===== config.mk =====
export PLATFORM = sky130hd
export DESIGN_NAME = wireless_frame_flood_detector_top
export DESIGN_NICKNAME = d
export VERILOG_FILES = /design/src/rtl/core/wffd_pkg.sv /design/src/rtl/core/wffd_sig_match.sv /design/src/rtl/core/wffd_src_table.sv /design/src/rtl/core/wireless_frame_flood_detector_top.sv
export VERILOG_INCLUDE_DIRS = /design/src /design/src/rtl/core
export SDC_FILE = /design/constraint.sdc
export NUM_CORES = 2
export LEC_CHECK = 0
export BUFFER_PORTS_ARGS = -buffer_cell sky130_fd_sc_hd__clkbuf_2
export CAP_MARGIN = 30
export CORE_ASPECT_RATIO = 0.5
export CORE_UTILIZATION = 60
export CTS_CLUSTER_DIAMETER = 200
export CTS_CLUSTER_SIZE = 12
export DETAILED_ROUTE_END_ITERATION = 7
export HOLD_SLACK_MARGIN = 0.15
export MAX_ROUTING_LAYER = met4
export PLACE_DENSITY_LB_ADDON = 0.3
export REMOVE_ABC_BUFFERS = 1
export SLEW_MARGIN = 0
export SYNTH_ARGS = -nofsm -noshare
export SYNTH_HDL_FRONTEND = slang
export SYNTH_HIERARCHICAL = 1
export SYNTH_SLANG_ARGS = --single-unit

===== constraint.sdc =====
create_clock -name i_clk -period 7.7 [get_ports i_clk]
set_clock_uncertainty 0.05 [all_clocks]
set_input_delay 1.155 -clock i_clk [delete_from_list [all_inputs] [get_ports i_clk]]
set_output_delay 1.155 -clock i_clk [all_outputs]
set_load 0.01 [all_outputs]

===== src/rtl/core/wireless_frame_flood_detector_top_defines.svh =====
// assertion macros for the wireless frame flood detector
// no dependencies, included by the top level only
`ifndef WIRELESS_FRAME_FLOOD_DETECTOR_TOP_DEFINES_SVH
`define WIRELESS_FRAME_FLOOD_DETECTOR_TOP_DEFINES_SVH
`ifndef SYNTHESIS
`define WFFD_ASSERT_IMPLIES(label, clk, rst_n, ante, cons, msg) \
    label: assert property (@(posedge clk) disable iff (!rst_n) (ante) |-> (cons)) \
        else $error(msg);
`define WFFD_ASSERT_NEXT(label, clk, rst_n, ante, cons, msg) \
    label: assert property (@(posedge clk) disable iff (!rst_n) (ante) |=> (cons)) \
        else $error(msg);
`else
`define WFFD_ASSERT_IMPLIES(label, clk, rst_n, ante, cons, msg)
`define WFFD_ASSERT_NEXT(label, clk, rst_n, ante, cons, msg)
`endif
`endif


===== src/rtl/core/wffd_pkg.sv =====
// shared types, constants and helpers of the wireless frame flood detector
// no dependencies
package wffd_pkg;

    localparam logic [11:0] MIN_FRAME    = 12'd24;
    localparam logic [7:0]  TYPE_MASK    = 8'h0C;
    localparam logic [7:0]  SUBTYPE_MASK = 8'hF0;
    localparam logic [3:0]  SUB_BEACON   = 4'd8;
    localparam logic [3:0]  SUB_DEAUTH   = 4'd12;
    localparam logic [15:0] SAT16        = 16'hFFFF;

    localparam logic [7:0]  SIG_LOW [4] = '{8'hC0, 8'hA0, 8'h80, 8'h40};
    localparam logic [11:0] SIG_MIN [4] = '{12'd24, 12'd24, 12'd64, 12'd24};
    localparam logic [3:0]  SIG_SEV [4] = '{4'd8, 4'd7, 4'd5, 4'd4};
    localparam logic [7:0]  SIG_HIGH    = 8'h00;
    localparam logic [11:0] SIG_MAX     = 12'd1500;

    localparam logic [1:0] CFG_DEAUTH_LIMIT = 2'd0;
    localparam logic [1:0] CFG_BEACON_LIMIT = 2'd1;
    localparam logic [1:0] CFG_DET_EN       = 2'd2;
    localparam logic [1:0] CFG_SIG_EN       = 2'd3;

    localparam logic [15:0] RST_DEAUTH_LIMIT = 16'd10;
    localparam logic [15:0] RST_BEACON_LIMIT = 16'd50;
    localparam logic [1:0]  RST_DET_EN       = 2'd3;
    localparam logic [3:0]  RST_SIG_EN       = 4'd3;

    typedef struct packed {
        logic        tracked;
        logic        untracked;
        logic [15:0] count;
    } t_tbl_rsp;

    typedef struct packed {
        logic       hit;
        logic [1:0] idx;
        logic [3:0] sev;
    } t_sig_rsp;

    typedef struct packed {
        logic        frame_accepted;
        logic        deauth_alert;
        logic [15:0] deauth_count;
        logic        untracked_source;
        logic        beacon_alert;
        logic [15:0] beacon_total;
        logic        signature_hit;
        logic [1:0]  signature_index;
        logic [3:0]  signature_severity;
        logic [31:0] frames_seen;
    } t_result;

    function automatic logic [15:0] sat_inc16(input logic [15:0] v);
        return (v == SAT16) ? v : v + 16'd1;
    endfunction

endpackage


===== src/rtl/core/wffd_sig_match.sv =====
// signature matcher: first enabled fixed signature hit for one frame
// depends on wffd_pkg
module wffd_sig_match (
    input  logic [3:0]          i_enables,
    input  logic [7:0]          i_control_low,
    input  logic [7:0]          i_control_high,
    input  logic [11:0]         i_frame_length,
    output wffd_pkg::t_sig_rsp  o_rsp
);
    import wffd_pkg::*;

    always_comb begin
        o_rsp = '0;
        for (int k = 3; k >= 0; k--) begin
            if (i_enables[k] && (i_control_low == SIG_LOW[k]) &&
                (i_control_high == SIG_HIGH) && (i_frame_length >= SIG_MIN[k]) &&
                (i_frame_length <= SIG_MAX)) begin
                o_rsp.hit = 1'b1;
                o_rsp.idx = 2'(k);
                o_rsp.sev = SIG_SEV[k];
            end
        end
    end

endmodule


===== src/rtl/core/wffd_src_table.sv =====
// source address table with a sequential scan, one address compare per cycle
// depends on wffd_pkg
module wffd_src_table #(
    parameter  int ENTRIES = 16,
    localparam int IDX_W   = $clog2(ENTRIES),
    localparam int PTR_W   = $clog2(ENTRIES + 1)
) (
    input  logic               i_clk,
    input  logic               i_rst_n,
    input  logic               i_start,
    input  logic               i_clear,
    input  logic [47:0]        i_src,
    output logic               o_busy,
    output logic               o_done,
    output wffd_pkg::t_tbl_rsp o_rsp
);
    import wffd_pkg::*;

    typedef enum logic [2:0] {
        T_IDLE   = 3'b001,
        T_SCAN   = 3'b010,
        T_UPDATE = 3'b100
    } t_tbl_state;

    logic [47:0] r_addr_mem [ENTRIES];
    logic [15:0] r_cnt_mem  [ENTRIES];

    t_tbl_state         r_state, n_state;
    logic [ENTRIES-1:0] r_valid, n_valid;
    logic [PTR_W-1:0]   r_ptr, n_ptr;
    logic               r_cmp_en, n_cmp_en;
    logic [IDX_W-1:0]   r_cmp_idx, n_cmp_idx;
    logic               r_hit_found, n_hit_found;
    logic [IDX_W-1:0]   r_hit_idx, n_hit_idx;
    logic [15:0]        r_hit_cnt, n_hit_cnt;
    logic               r_free_found, n_free_found;
    logic [IDX_W-1:0]   r_free_idx, n_free_idx;
    logic [47:0]        r_src, n_src;
    logic               r_done, n_done;
    t_tbl_rsp           r_rsp, n_rsp;
    logic [47:0]        r_rd_addr;
    logic [15:0]        r_rd_cnt;

    logic        w_issue;
    logic        w_match;
    logic        w_free;
    logic [15:0] w_inc;

    assign w_issue = (r_state == T_SCAN) && (r_ptr != PTR_W'(ENTRIES));
    assign w_match = r_cmp_en && r_valid[r_cmp_idx] && (r_rd_addr == r_src);
    assign w_free  = r_cmp_en && !r_valid[r_cmp_idx];
    assign w_inc   = sat_inc16(r_hit_cnt);

    // table memories
    always_ff @(posedge i_clk) begin
        if (w_issue) begin
            r_rd_addr <= r_addr_mem[r_ptr[IDX_W-1:0]];
            r_rd_cnt  <= r_cnt_mem[r_ptr[IDX_W-1:0]];
        end
        if (r_state == T_UPDATE) begin
            if (r_hit_found) begin
                r_cnt_mem[r_hit_idx] <= w_inc;
            end else if (r_free_found) begin
                r_addr_mem[r_free_idx] <= r_src;
                r_cnt_mem[r_free_idx]  <= 16'd1;
            end
        end
    end

    always_comb begin
        n_state      = r_state;
        n_valid      = r_valid;
        n_ptr        = r_ptr;
        n_cmp_en     = 1'b0;
        n_cmp_idx    = r_cmp_idx;
        n_hit_found  = r_hit_found;
        n_hit_idx    = r_hit_idx;
        n_hit_cnt    = r_hit_cnt;
        n_free_found = r_free_found;
        n_free_idx   = r_free_idx;
        n_src        = r_src;
        n_done       = 1'b0;
        n_rsp        = r_rsp;
        if (i_clear) begin
            n_valid = '0;
        end
        case (r_state)
            T_IDLE: begin
                if (i_start) begin
                    n_src        = i_src;
                    n_ptr        = '0;
                    n_hit_found  = 1'b0;
                    n_free_found = 1'b0;
                    n_state      = T_SCAN;
                end
            end
            T_SCAN: begin
                if (w_match && !r_hit_found) begin
                    n_hit_found = 1'b1;
                    n_hit_idx   = r_cmp_idx;
                    n_hit_cnt   = r_rd_cnt;
                end
                if (w_free && !r_free_found) begin
                    n_free_found = 1'b1;
                    n_free_idx   = r_cmp_idx;
                end
                if (w_issue) begin
                    n_ptr     = r_ptr + PTR_W'(1);
                    n_cmp_en  = 1'b1;
                    n_cmp_idx = r_ptr[IDX_W-1:0];
                end else if (!r_cmp_en) begin
                    n_state = T_UPDATE;
                end
            end
            T_UPDATE: begin
                n_rsp.tracked   = r_hit_found || r_free_found;
                n_rsp.untracked = !(r_hit_found || r_free_found);
                if (r_hit_found) begin
                    n_rsp.count = w_inc;
                end else if (r_free_found) begin
                    n_rsp.count             = 16'd1;
                    n_valid[r_free_idx]     = 1'b1;
                end else begin
                    n_rsp.count = '0;
                end
                n_done  = 1'b1;
                n_state = T_IDLE;
            end
            default: begin
                n_state = T_IDLE;
            end
        endcase
    end

    always_ff @(posedge i_clk) begin
        if (!i_rst_n) begin
            r_state  <= T_IDLE;
            r_valid  <= '0;
            r_cmp_en <= 1'b0;
            r_done   <= 1'b0;
        end else begin
            r_state  <= n_state;
            r_valid  <= n_valid;
            r_cmp_en <= n_cmp_en;
            r_done   <= n_done;
        end
    end

    always_ff @(posedge i_clk) begin
        r_ptr        <= n_ptr;
        r_cmp_idx    <= n_cmp_idx;
        r_hit_found  <= n_hit_found;
        r_hit_idx    <= n_hit_idx;
        r_hit_cnt    <= n_hit_cnt;
        r_free_found <= n_free_found;
        r_free_idx   <= n_free_idx;
        r_src        <= n_src;
        r_rsp        <= n_rsp;
    end

    assign o_busy = (r_state != T_IDLE);
    assign o_done = r_done;
    assign o_rsp  = r_rsp;

endmodule


===== src/rtl/core/wireless_frame_flood_detector_top.sv =====
// top level of the wireless frame flood detector: request handshake, beacon
// window, frame counter, configuration and result register
// depends on wffd_pkg, wffd_src_table, wffd_sig_match and the defines header
//
// One request is taken at a time. A counted deauthentication frame scans the
// source table one entry per cycle through a single address comparator before
// its result is formed. The result sits in an output register, so a new
// request is taken while the previous result waits. Valid bits live in
// flip-flops, so the block is ready straight after reset with no clearing pass.
`include "wireless_frame_flood_detector_top_defines.svh"

module wireless_frame_flood_detector_top #(
    parameter int SOURCE_ENTRIES = 16
) (
    input  logic        i_clk,
    input  logic        i_rst_n,
    input  logic        i_cfg_we,
    input  logic [1:0]  i_cfg_idx,
    input  logic [15:0] i_cfg_data,
    input  logic        i_in_valid,
    output logic        o_in_ready,
    input  logic        i_cmd,
    input  logic [7:0]  i_control_low,
    input  logic [7:0]  i_control_high,
    input  logic [11:0] i_frame_length,
    input  logic [47:0] i_source_address,
    output logic        o_out_valid,
    input  logic        i_out_ready,
    output logic        o_frame_accepted,
    output logic        o_deauth_alert,
    output logic [15:0] o_deauth_count,
    output logic        o_untracked_source,
    output logic        o_beacon_alert,
    output logic [15:0] o_beacon_total,
    output logic        o_signature_hit,
    output logic [1:0]  o_signature_index,
    output logic [3:0]  o_signature_severity,
    output logic [31:0] o_frames_seen
);
    import wffd_pkg::*;

    typedef enum logic [2:0] {
        S_IDLE   = 3'b001,
        S_SCAN   = 3'b010,
        S_RESULT = 3'b100
    } t_top_state;

    t_top_state  r_state, n_state;
    logic [15:0] r_deauth_limit;
    logic [15:0] r_beacon_limit;
    logic [1:0]  r_det_en;
    logic [3:0]  r_sig_en;
    logic        r_cmd;
    logic [7:0]  r_cl;
    logic [7:0]  r_ch;
    logic [11:0] r_len;
    logic        r_deauth, n_deauth;
    logic [15:0] r_bcn, n_bcn;
    logic [31:0] r_frames, n_frames;
    logic        r_out_valid, n_out_valid;
    t_result     r_res, n_res;

    logic        w_accept;
    logic        w_in_deauth;
    logic        w_load;
    logic        w_tbl_clear;
    logic        w_tbl_busy;
    logic        w_tbl_done;
    t_tbl_rsp    w_tbl_rsp;
    t_sig_rsp    w_sig;
    logic        w_acc;
    logic        w_beacon;
    logic [15:0] w_bcn_next;

    assign o_in_ready = (r_state == S_IDLE);
    assign w_accept   = i_in_valid && o_in_ready;
    assign w_in_deauth = !i_cmd && (i_frame_length >= MIN_FRAME) &&
                         ((i_control_low & TYPE_MASK) == 8'h00) &&
                         (i_control_low[7:4] == SUB_DEAUTH) && r_det_en[0];
    assign w_load      = (r_state == S_RESULT) && (!r_out_valid || i_out_ready);
    assign w_tbl_clear = w_load && r_cmd;

    wffd_src_table #(
        .ENTRIES (SOURCE_ENTRIES)
    ) u_src_table (
        .i_clk   (i_clk),
        .i_rst_n (i_rst_n),
        .i_start (w_accept && w_in_deauth),
        .i_clear (w_tbl_clear),
        .i_src   (i_source_address),
        .o_busy  (w_tbl_busy),
        .o_done  (w_tbl_done),
        .o_rsp   (w_tbl_rsp)
    );

    wffd_sig_match u_sig_match (
        .i_enables      (r_sig_en),
        .i_control_low  (r_cl),
        .i_control_high (r_ch),
        .i_frame_length (r_len),
        .o_rsp          (w_sig)
    );

    assign w_acc      = !r_cmd && (r_len >= MIN_FRAME);
    assign w_beacon   = w_acc && ((r_cl & TYPE_MASK) == 8'h00) &&
                        (((r_cl & SUBTYPE_MASK) >> 4) == 8'(SUB_BEACON)) && r_det_en[1];
    assign w_bcn_next = w_beacon ? sat_inc16(r_bcn) : r_bcn;

    always_comb begin
        n_state     = r_state;
        n_deauth    = r_deauth;
        n_bcn       = r_bcn;
        n_frames    = r_frames;
        n_out_valid = r_out_valid && !i_out_ready;
        n_res       = r_res;
        case (r_state)
            S_IDLE: begin
                if (w_accept) begin
                    n_deauth = w_in_deauth;
                    n_state  = w_in_deauth ? S_SCAN : S_RESULT;
                end
            end
            S_SCAN: begin
                if (w_tbl_done) begin
                    n_state = S_RESULT;
                end
            end
            S_RESULT: begin
                if (w_load) begin
                    n_res = '0;
                    if (r_cmd) begin
                        n_bcn = '0;
                    end else begin
                        n_frames = r_frames + 32'd1;
                        n_bcn    = w_bcn_next;
                        if (w_acc) begin
                            n_res.frame_accepted = 1'b1;
                            n_res.beacon_total   = w_bcn_next;
                            n_res.beacon_alert   = w_beacon && (w_bcn_next > r_beacon_limit);
                            if (r_deauth) begin
                                n_res.untracked_source = w_tbl_rsp.untracked;
                                if (w_tbl_rsp.tracked) begin
                                    n_res.deauth_count = w_tbl_rsp.count;
                                    n_res.deauth_alert = w_tbl_rsp.count > r_deauth_limit;
                                end
                            end
                            n_res.signature_hit      = w_sig.hit;
                            n_res.signature_index    = w_sig.idx;
                            n_res.signature_severity = w_sig.sev;
                        end
                    end
                    n_res.frames_seen = n_frames;
                    n_out_valid       = 1'b1;
                    n_state           = S_IDLE;
                end
            end
            default: begin
                n_state = S_IDLE;
            end
        endcase
    end

    always_ff @(posedge i_clk) begin
        if (!i_rst_n) begin
            r_state        <= S_IDLE;
            r_deauth_limit <= RST_DEAUTH_LIMIT;
            r_beacon_limit <= RST_BEACON_LIMIT;
            r_det_en       <= RST_DET_EN;
            r_sig_en       <= RST_SIG_EN;
            r_deauth       <= 1'b0;
            r_bcn          <= '0;
            r_frames       <= '0;
            r_out_valid    <= 1'b0;
        end else begin
            r_state     <= n_state;
            r_deauth    <= n_deauth;
            r_bcn       <= n_bcn;
            r_frames    <= n_frames;
            r_out_valid <= n_out_valid;
            if (i_cfg_we) begin
                case (i_cfg_idx)
                    CFG_DEAUTH_LIMIT: r_deauth_limit <= i_cfg_data;
                    CFG_BEACON_LIMIT: r_beacon_limit <= i_cfg_data;
                    CFG_DET_EN:       r_det_en       <= i_cfg_data[1:0];
                    CFG_SIG_EN:       r_sig_en       <= i_cfg_data[3:0];
                    default:          r_det_en       <= r_det_en;
                endcase
            end
        end
    end

    // request capture and result register
    always_ff @(posedge i_clk) begin
        if (w_accept) begin
            r_cmd <= i_cmd;
            r_cl  <= i_control_low;
            r_ch  <= i_control_high;
            r_len <= i_frame_length;
        end
        r_res <= n_res;
    end

    assign o_out_valid          = r_out_valid;
    assign o_frame_accepted     = r_res.frame_accepted;
    assign o_deauth_alert       = r_res.deauth_alert;
    assign o_deauth_count       = r_res.deauth_count;
    assign o_untracked_source   = r_res.untracked_source;
    assign o_beacon_alert       = r_res.beacon_alert;
    assign o_beacon_total       = r_res.beacon_total;
    assign o_signature_hit      = r_res.signature_hit;
    assign o_signature_index    = r_res.signature_index;
    assign o_signature_severity = r_res.signature_severity;
    assign o_frames_seen        = r_res.frames_seen;

    `WFFD_ASSERT_IMPLIES(a_done_in_scan, i_clk, i_rst_n, w_tbl_done, r_state == S_SCAN, "table done outside scan")
    `WFFD_ASSERT_IMPLIES(a_rsp_exclusive, i_clk, i_rst_n, w_tbl_done, w_tbl_rsp.tracked != w_tbl_rsp.untracked, "table response both or neither")
    `WFFD_ASSERT_IMPLIES(a_ready_table_idle, i_clk, i_rst_n, o_in_ready, !w_tbl_busy, "ready while table scans")
    `WFFD_ASSERT_NEXT(a_frame_count, i_clk, i_rst_n, w_load && !r_cmd, r_frames == $past(r_frames) + 32'd1, "frame counter missed a frame")

endmodule


==> reports/metrics.cfg <==
[worst_hold_path]
hold_class=reg2reg

[timing]
hold_viol_final=0
finalSetupViolations=0
drv_slew=0
worstMarginPinSlew_ps=1050
slew_headroom_pct=29.8
max_freq_ghz=0.248
finalCriticalPeriod_ps=4030
final.setup.tns_ps=0
rsz0062_at_grt=no
fin_crit_sh_pct=52.4

[route]
routed_wirelength_mm=125
drcViolationCount=0
drt_iter0_markers=3337
via_count=28700
vias_per_cell=6.57
wl_per_cell_um=28.6
dr.pass1.iters=6
antenna_left=0

[outcome]
status=completed

[floorplan]
dieArea_sq_um=93100
start_util_pct=60.7
coreArea_sq_um=90800
num_io_pins=177
die_x_um=430
die_y_um=216
row_count=78

[place]
dp_hpwl_mm=66.8
placed_area_sq_um=57900
io_buffers=176
gp_congestion=0.882

[worst_setup_path]
crit_arrival_ps=4520
crit_path_max_fanout=6
cpPeakStageDelay_ps=820
required_ps=8180
cp_cell_sequence=nor4b_1, nand3_1, nor4_1, mux2_2, ha_1, nor2b_1, o211ai_1, a21oi_1, o21ai_0, a2111oi_0
crit_path_end_kind=flip-flop
crit_path_top_delay_cell=nor4_1
path_class=reg2reg
critPathLaunchType=flip-flop

[clock_tree]
cts_tree=built
clkSlewWorstSetupHoldPaths_ps=60
clock_path_buffers=3
clock-sinks=1405
htreeDepth=4
numCtsBuffers=135
postCtsResizedCells=0
cts_root_buf=clkbuf_16
worstSkewPairLatency_ps=770
holdBufCountCts=0
postCtsSetupBuffers=0

[final_layout]
finalInstanceArea_sq_um=61800
syn_to_final_growth_pct=12.1
fillers=5577
final_common_cell=edfxtp_1
layout-drive-gt1-share_pct=24.7
final-seq-area_sq_um=41100
multi_input_area_sq_um=13200
diodes=0
mostFrequentLayoutCells=edfxtp_1, mux4_2, clkbuf_2
nets=3254
fin_util_pct=68.0

[synth]
synth.avg_cell_area_sq_um=19.3
yosysWarnings=6
syn_area_sq_um=55100
postSynthCellCount=2849

[power]
swShare_pct=19.8
p_int_w=0.0115
seq_power_share_pct=57.6
irDropWorstVdd_mv=0.205
power_switching_w=0.00283
p_per_area_nw_per_um2=232
p_total_w=0.0143
power_frac_clock_pct=41.6
p_leak_nw=19.7
combPwrFrac_pct=0.8

[global_routing]
grt_pass1_wl_mm=185
first_global_vias=28600
overflow=0
grt_start_max_net_pins=138
antenna_found_initial=0
track_usage_pct=28.1

[run]
maxCapViolCount=0

[power by group through the flow]
stage	sequential (W)	clock (W)	combinational [W]
2_1_floorplan	0.00841	0	0.0000490
4_1_cts	0.00826	0.00605	0.000115
6_report	0.00826	0.00597	0.000116
3_5_place_dp	0.00842	0	0.000115
5_1_grt	0.00825	0.00634	0.000125
3_3_place_gp	0.00842	0	0.000108
[area by class of cell]
class,instances,share of cell area (%)
Multi-Input combinational cell,1247,21.4
Sequential cell,1405,66.5
Inverter,70,0.428
Clock inverter,15,0.342
Timing Repair Buffer,258,3.14
Tap cell,1200,2.43
Clock buffer,171,5.72
[metal layers]
layer / track usage [%] / vias up / wire, um
li1: - / 12000 / -
met1: 38.8 / 14900 / 49600
met2: 43.6 / 1558 / 61200
met3: 4.74 / 224 / 11000
met4: 8.64 / 0 / 3000
met5: - / - / 0
[per-stage QoR]
stage | instances | worst slack [ps] | hold WS, ps
3_3_place_gp | 4152 | 3210 | 352
3_5_place_dp | 4173 | 3470 | 355
2_1_floorplan | 2722 | -4950 | 350
6_report | 4366 | 3670 | 370
5_1_grt | 4366 | 3260 | 380
4_1_cts | 4359 | 3700 | 370
[worst max-delay path, delay by kind of cell, from the launching register on]
family	cells	cell delay [ps]
AO/OA/AOI/OAI	4	710
multiplexers	1	450
AND/OR/NAND/NOR	4	1810
flip-flops	1	490
adder cells (fa/ha/maj)	1	290
[flip-flops by register name (all words and copies together) (netlist names), 18 cells and up]
name and cells:
u_src_table/r_addr_mem 768, u_src_table/r_cnt_mem 256, u_src_table/r_rd_addr 48, u_src_table/r_src 48
o_frames_seen 32, r_frames 32, u_src_table/o_rsp 18
[final timing paths]
check	startpoint	end	slack [ps]	cells after the start
max	r_cl[5]$_DFFE_PP_	o_beacon_alert$_SDFFCE_PP0P_	3670	10
min	u_src_table/r_rd_cnt[7]$_DFFE_PP_	u_src_table/r_hit_cnt[7]$_DFFE_PP_	370	0
max reg2reg	r_cl[5]$_DFFE_PP_	o_beacon_alert$_SDFFCE_PP0P_	3670	10
min reg2reg	u_src_table/r_rd_cnt[7]$_DFFE_PP_	u_src_table/r_hit_cnt[7]$_DFFE_PP_	370	0
Power figures use the tool's default switching activity.
